`src/rtl/pskdm_pkg.sv`:
```
// Shared types and the arctangent table for the PSK hard-decision demapper.
`default_nettype none

package pskdm_pkg;

  // Binary angle width: 2^32 is one full turn.
  localparam int unsigned AngleW = 32;
  // Number of entries held in the arctangent table.
  localparam int unsigned AtanDepth = 24;
  localparam int unsigned AtanIdxW = 5;

  // Result of one phase pass, handed from the CORDIC unit to the packer.
  typedef struct packed {
    logic              done;   // one-cycle pulse when the phase is final
    logic              zero;   // sample was the zero vector
    logic [AngleW-1:0] phase;  // binary angle, held until the next start
  } cordic_res_t;

  // atan(2^-i) scaled to binary angle units, rounded to nearest.
  function automatic logic [AngleW-1:0] atan_lut(input logic [AtanIdxW-1:0] idx);
    logic [AngleW-1:0] val;
    unique case (idx)
      5'd0:    val = 32'h20000000;
      5'd1:    val = 32'h12E4051E;
      5'd2:    val = 32'h09FB385B;
      5'd3:    val = 32'h051111D4;
      5'd4:    val = 32'h028B0D43;
      5'd5:    val = 32'h0145D7E1;
      5'd6:    val = 32'h00A2F61E;
      5'd7:    val = 32'h00517C55;
      5'd8:    val = 32'h0028BE53;
      5'd9:    val = 32'h00145F2F;
      5'd10:   val = 32'h000A2F98;
      5'd11:   val = 32'h000517CC;
      5'd12:   val = 32'h00028BE6;
      5'd13:   val = 32'h000145F3;
      5'd14:   val = 32'h0000A2FA;
      5'd15:   val = 32'h0000517D;
      5'd16:   val = 32'h000028BE;
      5'd17:   val = 32'h0000145F;
      5'd18:   val = 32'h00000A30;
      5'd19:   val = 32'h00000518;
      5'd20:   val = 32'h0000028C;
      5'd21:   val = 32'h00000146;
      5'd22:   val = 32'h000000A3;
      5'd23:   val = 32'h00000051;
      default: val = '0;
    endcase
    return val;
  endfunction

endpackage

`default_nettype wire

```
`src/rtl/pskdm_cordic.sv`:
```
// Iterative CORDIC vectoring unit: one micro-rotation per cycle on a shared adder set.
`default_nettype none

module pskdm_cordic #(
  parameter int unsigned SAMPLE_WIDTH     = 16,
  parameter int unsigned ANGLE_ITERATIONS = 16
) (
  input  wire                           clk_i,
  input  wire                           rst_ni,
  input  wire                           start_i,
  input  wire signed [SAMPLE_WIDTH-1:0] x_i,
  input  wire signed [SAMPLE_WIDTH-1:0] y_i,
  output pskdm_pkg::cordic_res_t        res_o
);

  // Headroom for the pre-rotation negate and the CORDIC gain.
  localparam int unsigned XW   = SAMPLE_WIDTH + 3;
  localparam int unsigned IT_W = $clog2(ANGLE_ITERATIONS);
  localparam int unsigned AW   = pskdm_pkg::AngleW;

  typedef enum logic {
    C_IDLE,
    C_ROT
  } cstate_e;

  cstate_e             state_q, state_d;
  logic signed [XW-1:0] x_q, x_d, y_q, y_d;
  logic [AW-1:0]        z_q, z_d;
  logic [IT_W-1:0]      it_q, it_d;
  logic                 zero_q, zero_d;
  logic                 done_q, done_d;

  logic signed [XW-1:0] x_ld, y_ld, dx, dy;
  logic [AW-1:0]        atan_val;
  logic                 last_it;

  // Sign-extend the sample; the left half-plane is folded onto the right at load.
  always_comb begin
    x_ld = {{(XW-SAMPLE_WIDTH){x_i[SAMPLE_WIDTH-1]}}, x_i};
    y_ld = {{(XW-SAMPLE_WIDTH){y_i[SAMPLE_WIDTH-1]}}, y_i};
  end

  // Shared shift and table lookup for the current micro-rotation.
  assign dx       = y_q >>> it_q;
  assign dy       = x_q >>> it_q;
  assign atan_val = pskdm_pkg::atan_lut(pskdm_pkg::AtanIdxW'(it_q));
  assign last_it  = (it_q == IT_W'(ANGLE_ITERATIONS - 1));

  // Sequence load, rotations and the done pulse.
  always_comb begin
    state_d = state_q;
    x_d     = x_q;
    y_d     = y_q;
    z_d     = z_q;
    it_d    = it_q;
    zero_d  = zero_q;
    done_d  = 1'b0;
    unique case (state_q)
      C_IDLE: begin
        if (start_i) begin
          zero_d  = (x_i == '0) && (y_i == '0);
          it_d    = '0;
          state_d = C_ROT;
          if (x_i[SAMPLE_WIDTH-1]) begin
            x_d = -x_ld;
            y_d = -y_ld;
            z_d = {1'b1, {(AW-1){1'b0}}};
          end else begin
            x_d = x_ld;
            y_d = y_ld;
            z_d = '0;
          end
        end
      end
      C_ROT: begin
        if (!y_q[XW-1]) begin
          x_d = x_q + dx;
          y_d = y_q - dy;
          z_d = z_q + atan_val;
        end else begin
          x_d = x_q - dx;
          y_d = y_q + dy;
          z_d = z_q - atan_val;
        end
        it_d = it_q + 1'b1;
        if (last_it) begin
          done_d  = 1'b1;
          state_d = C_IDLE;
        end
      end
      default: state_d = C_IDLE;
    endcase
  end

  // Hold control state and the datapath registers.
  always_ff @(posedge clk_i or negedge rst_ni) begin
    if (!rst_ni) begin
      state_q <= C_IDLE;
      it_q    <= '0;
      done_q  <= 1'b0;
      zero_q  <= 1'b0;
    end else begin
      state_q <= state_d;
      it_q    <= it_d;
      done_q  <= done_d;
      zero_q  <= zero_d;
    end
  end

  always_ff @(posedge clk_i) begin
    x_q <= x_d;
    y_q <= y_d;
    z_q <= z_d;
  end

  assign res_o.done  = done_q;
  assign res_o.zero  = zero_q;
  assign res_o.phase = z_q;

  // A start is only taken while idle, and done follows the last rotation.
  a_done_after_last: assert property (@(posedge clk_i) disable iff (!rst_ni)
    (state_q == C_ROT && last_it) |=> (done_q && state_q == C_IDLE))
    else $error("done did not follow the last rotation");

  a_done_idle: assert property (@(posedge clk_i) disable iff (!rst_ni)
    done_q |-> (state_q == C_IDLE))
    else $error("done raised while rotating");

  a_it_zero_start: assert property (@(posedge clk_i) disable iff (!rst_ni)
    (state_q == C_IDLE && start_i) |=> (it_q == '0))
    else $error("iteration counter not cleared at start");

endmodule

`default_nettype wire

```
`src/rtl/psk_hard_demapper_packer.sv`:
```
// Top level: M-PSK hard-decision demapper that packs symbol indices into bytes.
//
//   channel   dir  handshake                        payload
//   s_axis    in   s_axis_tvalid_i/s_axis_tready_o  tdata: i_sample, q_sample
//   m_axis    out  m_axis_tvalid_o/m_axis_tready_i  tdata: packed_byte
//   cfg       in   cfg_we_i                         cfg_wdata_i: bits_per_symbol_mode
//
// After a transfer the sample is loaded into the CORDIC unit, which makes
// one micro-rotation per cycle; its done pulse starts the pack step, then ready returns.
// s_axis_tready_o is low from the transfer until the pack step ends: one sample at a time.
// Reset clears the packer (bit position 0, empty byte) and sets the mode to QPSK.
// With a finished byte, a full output register and m_axis_tready_i low hold the pack step.
`default_nettype none

module psk_hard_demapper_packer #(
  parameter int unsigned SAMPLE_WIDTH     = 16,
  parameter int unsigned ANGLE_ITERATIONS = 16
) (
  input  wire                    clk_i,
  input  wire                    rst_ni,
  // Bits from the lowest: i_sample [SAMPLE_WIDTH-1:0], q_sample next, zero fill.
  input  wire [((2*SAMPLE_WIDTH+7)/8)*8-1:0] s_axis_tdata_i,
  input  wire                    s_axis_tvalid_i,
  output logic                   s_axis_tready_o,
  // Bits from the lowest: packed_byte [7:0].
  output logic [7:0]             m_axis_tdata_o,
  output logic                   m_axis_tvalid_o,
  input  wire                    m_axis_tready_i,
  input  wire                    cfg_we_i,
  input  wire [1:0]              cfg_wdata_i
);

  typedef enum logic [1:0] {
    S_IDLE,
    S_WAIT,
    S_PACK
  } state_e;

  state_e                  state_q;
  logic [1:0]              mode_q;
  logic [2:0]              bit_pos_q;
  logic [7:0]              partial_q;
  logic [7:0]              out_data_q;
  logic                    out_valid_q;

  pskdm_pkg::cordic_res_t  cres;
  logic                    in_xfer, out_xfer;
  logic [3:0]              bps;
  logic [31:0]             rounded;
  logic [7:0]              sym;
  logic [7:0]              merged;
  logic [3:0]              pos_sum;
  logic                    emit, slot_free;
  logic                    load_out;

  assign in_xfer  = s_axis_tvalid_i && s_axis_tready_o;
  assign out_xfer = m_axis_tvalid_o && m_axis_tready_i;

  // Phase of the sample, one micro-rotation per cycle.
  pskdm_cordic #(
    .SAMPLE_WIDTH     (SAMPLE_WIDTH),
    .ANGLE_ITERATIONS (ANGLE_ITERATIONS)
  ) u_cordic (
    .clk_i   (clk_i),
    .rst_ni  (rst_ni),
    .start_i (in_xfer),
    .x_i     (s_axis_tdata_i[SAMPLE_WIDTH-1:0]),
    .y_i     (s_axis_tdata_i[2*SAMPLE_WIDTH-1:SAMPLE_WIDTH]),
    .res_o   (cres)
  );

  // Decide the nearest point: add half a sector, keep the top b bits.
  always_comb begin
    bps     = 4'd1 << mode_q;
    rounded = cres.phase + (32'h1 << (5'd31 - 5'(bps)));
    sym     = cres.zero ? 8'h00 : 8'(rounded >> (6'd32 - 6'(bps)));
    merged  = partial_q | (sym << bit_pos_q);
    pos_sum = {1'b0, bit_pos_q} + bps;
    emit    = (pos_sum >= 4'd8);
  end

  assign slot_free       = !out_valid_q || m_axis_tready_i;
  assign load_out        = (state_q == S_PACK) && emit && slot_free;
  assign s_axis_tready_o = (state_q == S_IDLE);
  assign m_axis_tvalid_o = out_valid_q;
  assign m_axis_tdata_o  = out_data_q;

  // Hold state, the packer and the output register.
  always_ff @(posedge clk_i or negedge rst_ni) begin
    if (!rst_ni) begin
      state_q     <= S_IDLE;
      mode_q      <= 2'd1;
      bit_pos_q   <= '0;
      partial_q   <= '0;
      out_data_q  <= '0;
      out_valid_q <= 1'b0;
    end else begin
      if (cfg_we_i) begin
        mode_q <= cfg_wdata_i;
      end
      // Load a finished byte, or clear the register once it is taken.
      if (load_out) begin
        out_data_q  <= merged;
        out_valid_q <= 1'b1;
      end else if (out_xfer) begin
        out_valid_q <= 1'b0;
      end
      unique case (state_q)
        S_IDLE: begin
          if (in_xfer) begin
            state_q <= S_WAIT;
          end
        end
        S_WAIT: begin
          if (cres.done) begin
            state_q <= S_PACK;
          end
        end
        S_PACK: begin
          if (!emit) begin
            partial_q <= merged;
            bit_pos_q <= pos_sum[2:0];
            state_q   <= S_IDLE;
          end else if (slot_free) begin
            partial_q   <= '0;
            bit_pos_q   <= '0;
            state_q     <= S_IDLE;
          end
        end
        default: state_q <= S_IDLE;
      endcase
    end
  end

  // Ready drops for the whole item after a transfer.
  a_busy_after_xfer: assert property (@(posedge clk_i) disable iff (!rst_ni)
    in_xfer |=> !s_axis_tready_o)
    else $error("ready stayed high after an input transfer");

  // Phase results arrive only while an item is waiting on them.
  a_done_in_wait: assert property (@(posedge clk_i) disable iff (!rst_ni)
    cres.done |-> (state_q == S_WAIT))
    else $error("phase result outside the wait state");

  // An emitted byte restarts the packer.
  a_emit_restart: assert property (@(posedge clk_i) disable iff (!rst_ni)
    (state_q == S_PACK && emit && slot_free) |=> (bit_pos_q == '0 && out_valid_q))
    else $error("packer did not restart after emitting a byte");

endmodule

`default_nettype wire

```
`config.mk`:
```
export PLATFORM = sky130hd
export DESIGN_NAME = psk_hard_demapper_packer
export DESIGN_NICKNAME = d
export VERILOG_FILES = /design/src/rtl/pskdm_pkg.sv /design/src/rtl/pskdm_cordic.sv /design/src/rtl/psk_hard_demapper_packer.sv
export SDC_FILE = /design/constraint.sdc
export NUM_CORES = 1
export LEC_CHECK = 0
export BUFFER_PORTS_ARGS = -buffer_cell sky130_fd_sc_hd__buf_4
export CAP_MARGIN = 20
export CORE_MARGIN = 2
export CORE_UTILIZATION = 50
export DETAILED_ROUTE_END_ITERATION = 10
export PLACE_DENSITY = 0.67
export SKIP_CTS_REPAIR_TIMING = 1
export SLEW_MARGIN = 10
export SYNTH_ARGS = -nofsm -noshare
export SYNTH_HDL_FRONTEND = slang
export SYNTH_SLANG_ARGS = --single-unit
```
`constraint.sdc`:
```
create_clock -name clk_i -period 13.3 [get_ports clk_i]
set_input_delay 1.33 -clock clk_i [delete_from_list [all_inputs] [get_ports clk_i]]
set_output_delay 1.33 -clock clk_i [all_outputs]
set_load 0.005 [all_outputs]
```
# Yosys cells after proc, flatten, opt, wreduce, memory -nomap -nowiden
# Memories as Yosys holds them, arrays and structs flattened.
# Index checks and enable logic that the tools add are counted.
# word_totals
ff_bits	101
romBits	480
inputBits	39
output_inout_bits	10
word_cells	89
memories	1
# mem_list
memory	depth	width	read_ports	rd_ports_with_merged_regs	wr	line	text
(name not given)	16	30	1	0	0	pskdm_pkg.sv:22	unique case (idx)
# classes
add_sub_neg	13
order_cmp	1
n_eq_ne	8
n_shift	6
muxes	31
n_bitwise	2
reduce_logical	14
# op_table
operator	count
19-bit two-way mux	6
32-bit two-way mux	3
19-bit case mux with 2 select lines	2
32-bit adder	2
32-bit case mux with 2 select lines	1
19-bit adder	2
16-bit negator with 19-bit output	2
19-bit by 4-bit >>> shifter with 19-bit output	2
19-bit subtractor	2
16-bit zero test	2
1-bit by 5-bit << shifter with 32-bit output, first input constant	1
32-bit by 6-bit >> shifter with 8-bit output	1
32-bit subtractor	1
8-bit two-way mux	3
2-bit two-way mux	4
8-bit bitwise OR	1
4-bit case mux with 2 select lines	1
8-bit by 3-bit << shifter with 8-bit output	1
1-bit two-way mux	6
3-bit two-way mux	2
2-bit by 1-bit != test with 1-bit output, second input constant	3
2-bit case mux with 3 select lines	1
6-bit by 4-bit subtractor with 6-bit output, first input constant	1
1-bit logical AND	5
other kinds (19)	20

# Longest topological paths before layout
# logic_depth
depth_word	9
depth_mapped	27
ltp_nobuf	23

# By module
# A second synthesis with hierarchy kept.
# unflattened
cells_unflattened	1508
hier_area_um2	12963.7
# by_module_without_submodules
module	instances	cells_per_inst	area_per_inst_um2	seq_area_each_um2
pskdm_cordic	1	1232	10667.7	2277.2
psk_hard_demapper_packer	1	276	2296.0	601.8

# Worst setup path after synthesis
# OpenSTA, ideal clock, no wires.
# synth_timing
kind	reg2reg
startpoint	register u_cordic.it_q[0]
endpoint	register u_cordic.z_q[26], data pin
setup_ns	0.266
arrival_time_ns	5.025
required_ns	13.034
path_slack_ns	8.009
stages_incl_launch_ff	28
n_path_buf	4
synth_period_minus_slack_ns	5.291
path_cell_list	dfrtp_1 buf_6 buf_12 buf_12 inv_1 ha_1 clkbuf_1 nand2_1 o21ai_0 o21ai_0 a211oi_1 nand2_1 nor3_1 nand2_1 and4b_1 nor2_1 xor2_1 ha_1 a21o_1 a21o_1 a21oi_1 o21ai_0 a21o_1 o21ai_0 a2111oi_0 or2_2 xnor2_1 nor2_1
# synth_between
elab_chain_len	4
elab_cells_between_ends	5
cone_classes	add/sub: 2; mux: 2; memory: 1
# synth_rtl
item	line	text
from (decl)	pskdm_cordic.sv:29	logic [IT_W-1:0] it_q, it_d;
from (signal assigned)	pskdm_cordic.sv:104	it_q <= it_d;
memory 16 x 30 bit (*)	-	
32-bit adder / 32-bit subtractor (equally long branches)	pskdm_cordic.sv:79, pskdm_cordic.sv:83	
32-bit two-way mux (*)	pskdm_cordic.sv:76	if (!y_q[XW-1]) begin
32-bit case mux with 2 select lines (*)	pskdm_cordic.sv:58	unique case (state_q)
to (signal assigned)	pskdm_cordic.sv:113	z_q <= z_d;
to (decl)	pskdm_cordic.sv:28	logic [AW-1:0] z_q, z_d;
# Every way passes the cells marked *; elsewhere a longest branch is shown, timed or not.
# A chain may end at the register's enable or synchronous reset.

# Final worst setup path
# layout_timing
startpoint	register u_cordic.it_q[1]
endpoint	register u_cordic.z_q[30], data pin
# The elaborated chain is that of the path after synthesis.

==> flow_results.xml <==
<?xml version="1.0" encoding="UTF-8"?>
<metrics>
  <group name="timing">
    <metric name="slew_headroom" unit="">0.326</metric>
    <metric name="setup_slack" unit="ns">6.84</metric>
    <metric name="fmaxAchievable" unit="GHz">0.155</metric>
    <metric name="period_share" unit="">0.486</metric>
    <metric name="report.final.hold_viol_count" unit="">0</metric>
    <metric name="timing.final.setup_violations" unit="">0</metric>
    <metric name="finalCriticalPeriod" unit="ns">6.46</metric>
    <metric name="finClkSkew" unit="ns">0.0160</metric>
    <metric name="finalSetupTns" unit="ns">0</metric>
    <metric name="timing.final.max_slew_violations" unit="">0</metric>
    <metric name="hold_slack" unit="ns">0.482</metric>
    <metric name="rsz_0062_raised_after_global_routing" unit="">false</metric>
    <metric name="worst_pin_slew" unit="ns">1.01</metric>
  </group>
  <group name="routing">
    <metric name="final_antenna_net_count" unit="">0</metric>
    <metric name="m1WireLength" unit="µm">13900</metric>
    <metric name="routedWlPerCell" unit="µm">17.4</metric>
    <metric name="avgViaCountPerCell" unit="">6.07</metric>
    <metric name="drt-initial-drc-count" unit="">855</metric>
    <metric name="route.final.wire_length" unit="µm">31000</metric>
    <metric name="dr.max_layer_used" unit="">met5</metric>
    <metric name="dr_total_vias" unit="">10800</metric>
    <metric name="met3WireLength" unit="µm">1510</metric>
    <metric name="drt_drc_violations_left" unit="">0</metric>
    <metric name="drt-pass1-iter-count" unit="">6</metric>
    <metric name="route.met2.wl" unit="µm">14800</metric>
  </group>
  <group name="global_route">
    <metric name="grt_start_max_net_pins" unit="">72</metric>
    <metric name="first_global_vias" unit="">10400</metric>
    <metric name="grt_first_pass_wirelength" unit="µm">51600</metric>
    <metric name="antenna_found_initial" unit="">1</metric>
    <metric name="grt_usage" unit="">0.244</metric>
    <metric name="overflow" unit="">0</metric>
  </group>
  <group name="final_layout">
    <metric name="final_area" unit="µm²">13100</metric>
    <metric name="multi_input_area" unit="µm²">8870</metric>
    <metric name="antenna-diode-count" unit="">0</metric>
    <metric name="synthToLayoutAreaGrowth" unit="%">6.95</metric>
    <metric name="fin_nets" unit="">1591</metric>
    <metric name="post_route_cells_drive_above_1_share" unit="">0.101</metric>
    <metric name="area.sequential" unit="µm²">2890</metric>
    <metric name="fill_cells" unit="">2241</metric>
  </group>
  <group name="placement">
    <metric name="portBuffers" unit="">48</metric>
    <metric name="hpwlAfterDp" unit="µm">23100</metric>
    <metric name="post_dp_cell_area" unit="µm²">12800</metric>
    <metric name="gp_congestion" unit="">0.889</metric>
    <metric name="placement.setup.worst_slack" unit="ns">6.84</metric>
  </group>
  <group name="floorplanning">
    <metric name="floorplan.initialDensity" unit="">0.507</metric>
    <metric name="placement_rows" unit="">57</metric>
    <metric name="ports" unit="">49</metric>
    <metric name="fp.dieArea" unit="µm²">25800</metric>
    <metric name="chipWidth" unit="µm">161</metric>
    <metric name="die-height" unit="µm">161</metric>
    <metric name="core_area" unit="µm²">24200</metric>
  </group>
  <group name="cts">
    <metric name="cts_made_buffers" unit="">9</metric>
    <metric name="cts_root_buffer" unit="">clkbuf_16</metric>
    <metric name="clock_pin_slew_reported_for_the_worst_setup_and_hold_paths_after_clock_tree_synthesis" unit="ns">0.08</metric>
    <metric name="clock_sinks" unit="">101</metric>
    <metric name="cts-htree-levels" unit="">3</metric>
    <metric name="clkLatencyLatePin" unit="ns">0.37</metric>
    <metric name="ctsLongestPathBuffers" unit="">2</metric>
    <metric name="tritoncts" unit="">done</metric>
  </group>
  <group name="setup_path">
    <metric name="critical_path_launch_point_type" unit="">flop</metric>
    <metric name="max_stage_delay" unit="ns">1.03</metric>
    <metric name="crit_arrival" unit="ns">6.56</metric>
    <metric name="cells_traversed_along_the_worst_timing_path" unit="">inv_1 -&gt; ha_1 -&gt; o21ai_0 -&gt; o21ai_0 -&gt; a211oi_1 -&gt; nand2_1 -&gt; nor3_1 -&gt; and4_1 -&gt; a31oi_2 -&gt; xor2_1 -&gt; ha_1 -&gt; and3_1 -&gt; a21oi_1 -&gt; o21ai_0 -&gt; a21o_1 -&gt; o21ai_0 -&gt; a2111oi_0 -&gt; o21ai_0 -&gt; a21oi_1 -&gt; nor3b_1</metric>
    <metric name="worst_path_most_repeated_cell" unit="">o21ai_0</metric>
    <metric name="setup.worst_path.end_class" unit="">flop</metric>
    <metric name="slowest_stage" unit="">dfrtp_2</metric>
    <metric name="crit_path_kind" unit="">reg -&gt; reg</metric>
    <metric name="worst-path-max-fanout" unit="">53</metric>
    <metric name="timing.critical_path.required" unit="ns">13.40</metric>
  </group>
  <group name="synthesis">
    <metric name="synth-warning-count" unit="">0</metric>
    <metric name="syn-cell-area" unit="µm²">12300</metric>
    <metric name="synth.largest_area_cell" unit="">edfxtp_1</metric>
    <metric name="synth.area.top_cells" unit="">edfxtp_1, ha_1, mux4_2</metric>
    <metric name="synth-async-reset-ratio" unit="">0.307</metric>
    <metric name="synth.ff_latch_count" unit="">101</metric>
    <metric name="synth-edff-count" unit="">70</metric>
    <metric name="synth.lib_cells_used.distinct" unit="">89</metric>
    <metric name="avgSynthCellArea" unit="µm²">8.50</metric>
    <metric name="number_of_instances_in_the_synthesized_netlist" unit="">1442</metric>
    <metric name="synth_top_cells_by_count" unit="">nor2_1, nand2_1, a21oi_1, o21ai_0, ha_1</metric>
    <metric name="yosys_most_used_dff" unit="">edfxtp_1</metric>
    <metric name="share_of_the_synthesized_area_in_the_top_cell_type" unit="">0.171</metric>
    <metric name="synth_sequential_area_ratio" unit="">0.235</metric>
    <metric name="synth.most_common_cell" unit="">nor2_1</metric>
  </group>
  <group name="min_path">
    <metric name="hold_class" unit="">reg -&gt; reg</metric>
  </group>
  <group name="flow_run">
    <metric name="max_cap_violations" unit="">0</metric>
  </group>
  <group name="status">
    <metric name="outcome" unit="">complete, no violations</metric>
  </group>
</metrics>
## layer usage
layer,vias up,track usage
li1,5381,-
met1,5075,0.321
met2,297,0.415
met3,59,0.0395
met4,2,0.0729
met5,-,0
## worst max-delay path: cells and delay by family, from the launching register on
| family | cells | cell delay, ns |
|---|---|---|
| buffers and inverters | 1 | 0.22 |
| XOR/XNOR | 1 | 0.25 |
| AND/OR/NAND/NOR | 5 | 1.00 |
| flip-flops | 1 | 1.03 |
| adder cells (fa/ha/maj) | 2 | 0.85 |
| AO/OA/AOI/OAI | 11 | 2.81 |
## kinds of logic (layout without fill, tap and decap cells)
| group | count (synthesis) | count (layout) | share of synthesized area |
|---|---|---|---|
| simple gates | 449 | 449 | 0.176 |
| compound gates | 434 | 434 | 0.225 |
| xor+xnor | 134 | 134 | 0.0957 |
| buf+inv | 133 | 138 | 0.0452 |
| flops | 101 | 101 | 0.235 |
| fa+ha+maj | 99 | 99 | 0.104 |
| mux | 91 | 91 | 0.118 |
| other cells | 1 | 12 | 0.000306 |
## per-stage QoR
step | utilization | instances
after global placement | 0.531 | 1766
after global routing | 0.542 | 1782
after detailed placement | 0.531 | 1766
final | 0.542 | 1782
after floorplan | - | 1453
after CTS | 0.542 | 1782
## state kept, by name, indices dropped and copies added (netlist names)
register          flops
u_cordic.state_q      1
u_cordic.zero_q       1
state_q               2
u_cordic.z_q         32
m_axis_tvalid_o       1
m_axis_tdata_o        8
u_cordic.it_q         4
mode_q                2
u_cordic.x_q         19
partial_q             8
u_cordic.y_q         19
u_cordic.done_q       1
bit_pos_q             3
## area by class of cell
type                       count  area share
inverter                      65      0.0186
multi-input combinational   1219       0.676
timing repair buffer          57      0.0326
clock buffer                  10      0.0175
tap                          324      0.0309
sequential                   101       0.220
clock inverter                 6     0.00401
## final timing paths
kind / startpoint / to / slack (ns) / cells past startpoint
worst min-delay path: m_axis_tdata_o[1] / m_axis_tdata_o[1] / 0.48 / 2
worst min register to register: m_axis_tdata_o[1] / m_axis_tdata_o[1] / 0.48 / 2
max in group asynchronous: rst_ni / u_cordic.it_q[3] / 12.10 / 1
worst max-delay path: u_cordic.it_q[1] / u_cordic.z_q[30] / 6.84 / 20
worst max register to register: u_cordic.it_q[1] / u_cordic.z_q[30] / 6.84 / 20
min in group asynchronous: rst_ni / m_axis_tdata_o[5] / 0.88 / 1
## cell usage in the layout, fill, tap and decap left out, types with 6 or more instances in the layout
cell,instances
a211oi_1,12
a21boi_0,8
a21o_1,33
a21oi_1,125
a31oi_1,24
and2_1,12
and3_1,14
buf_4,57
clkbuf_16,9
conb_1,12
dfrtp_1,25
edfxtp_1,70
ha_1,94
inv_1,62
mux2_2,10
mux2i_1,39
mux4_2,37
nand2_1,129
nand2b_1,19
nand3_1,29
nand4_1,8
nor2_1,133
nor2b_1,20
nor3_1,35
o2111ai_1,6
o211ai_1,18
o21a_1,15
o21ai_0,100
o21bai_1,13
o22ai_1,9
o31ai_1,11
o41ai_1,7
or3_1,17
xnor2_1,78
xor2_1,56
Power is not shown: default switching activity piles up to over one toggle a cycle in this logic, so the estimate is an artifact.
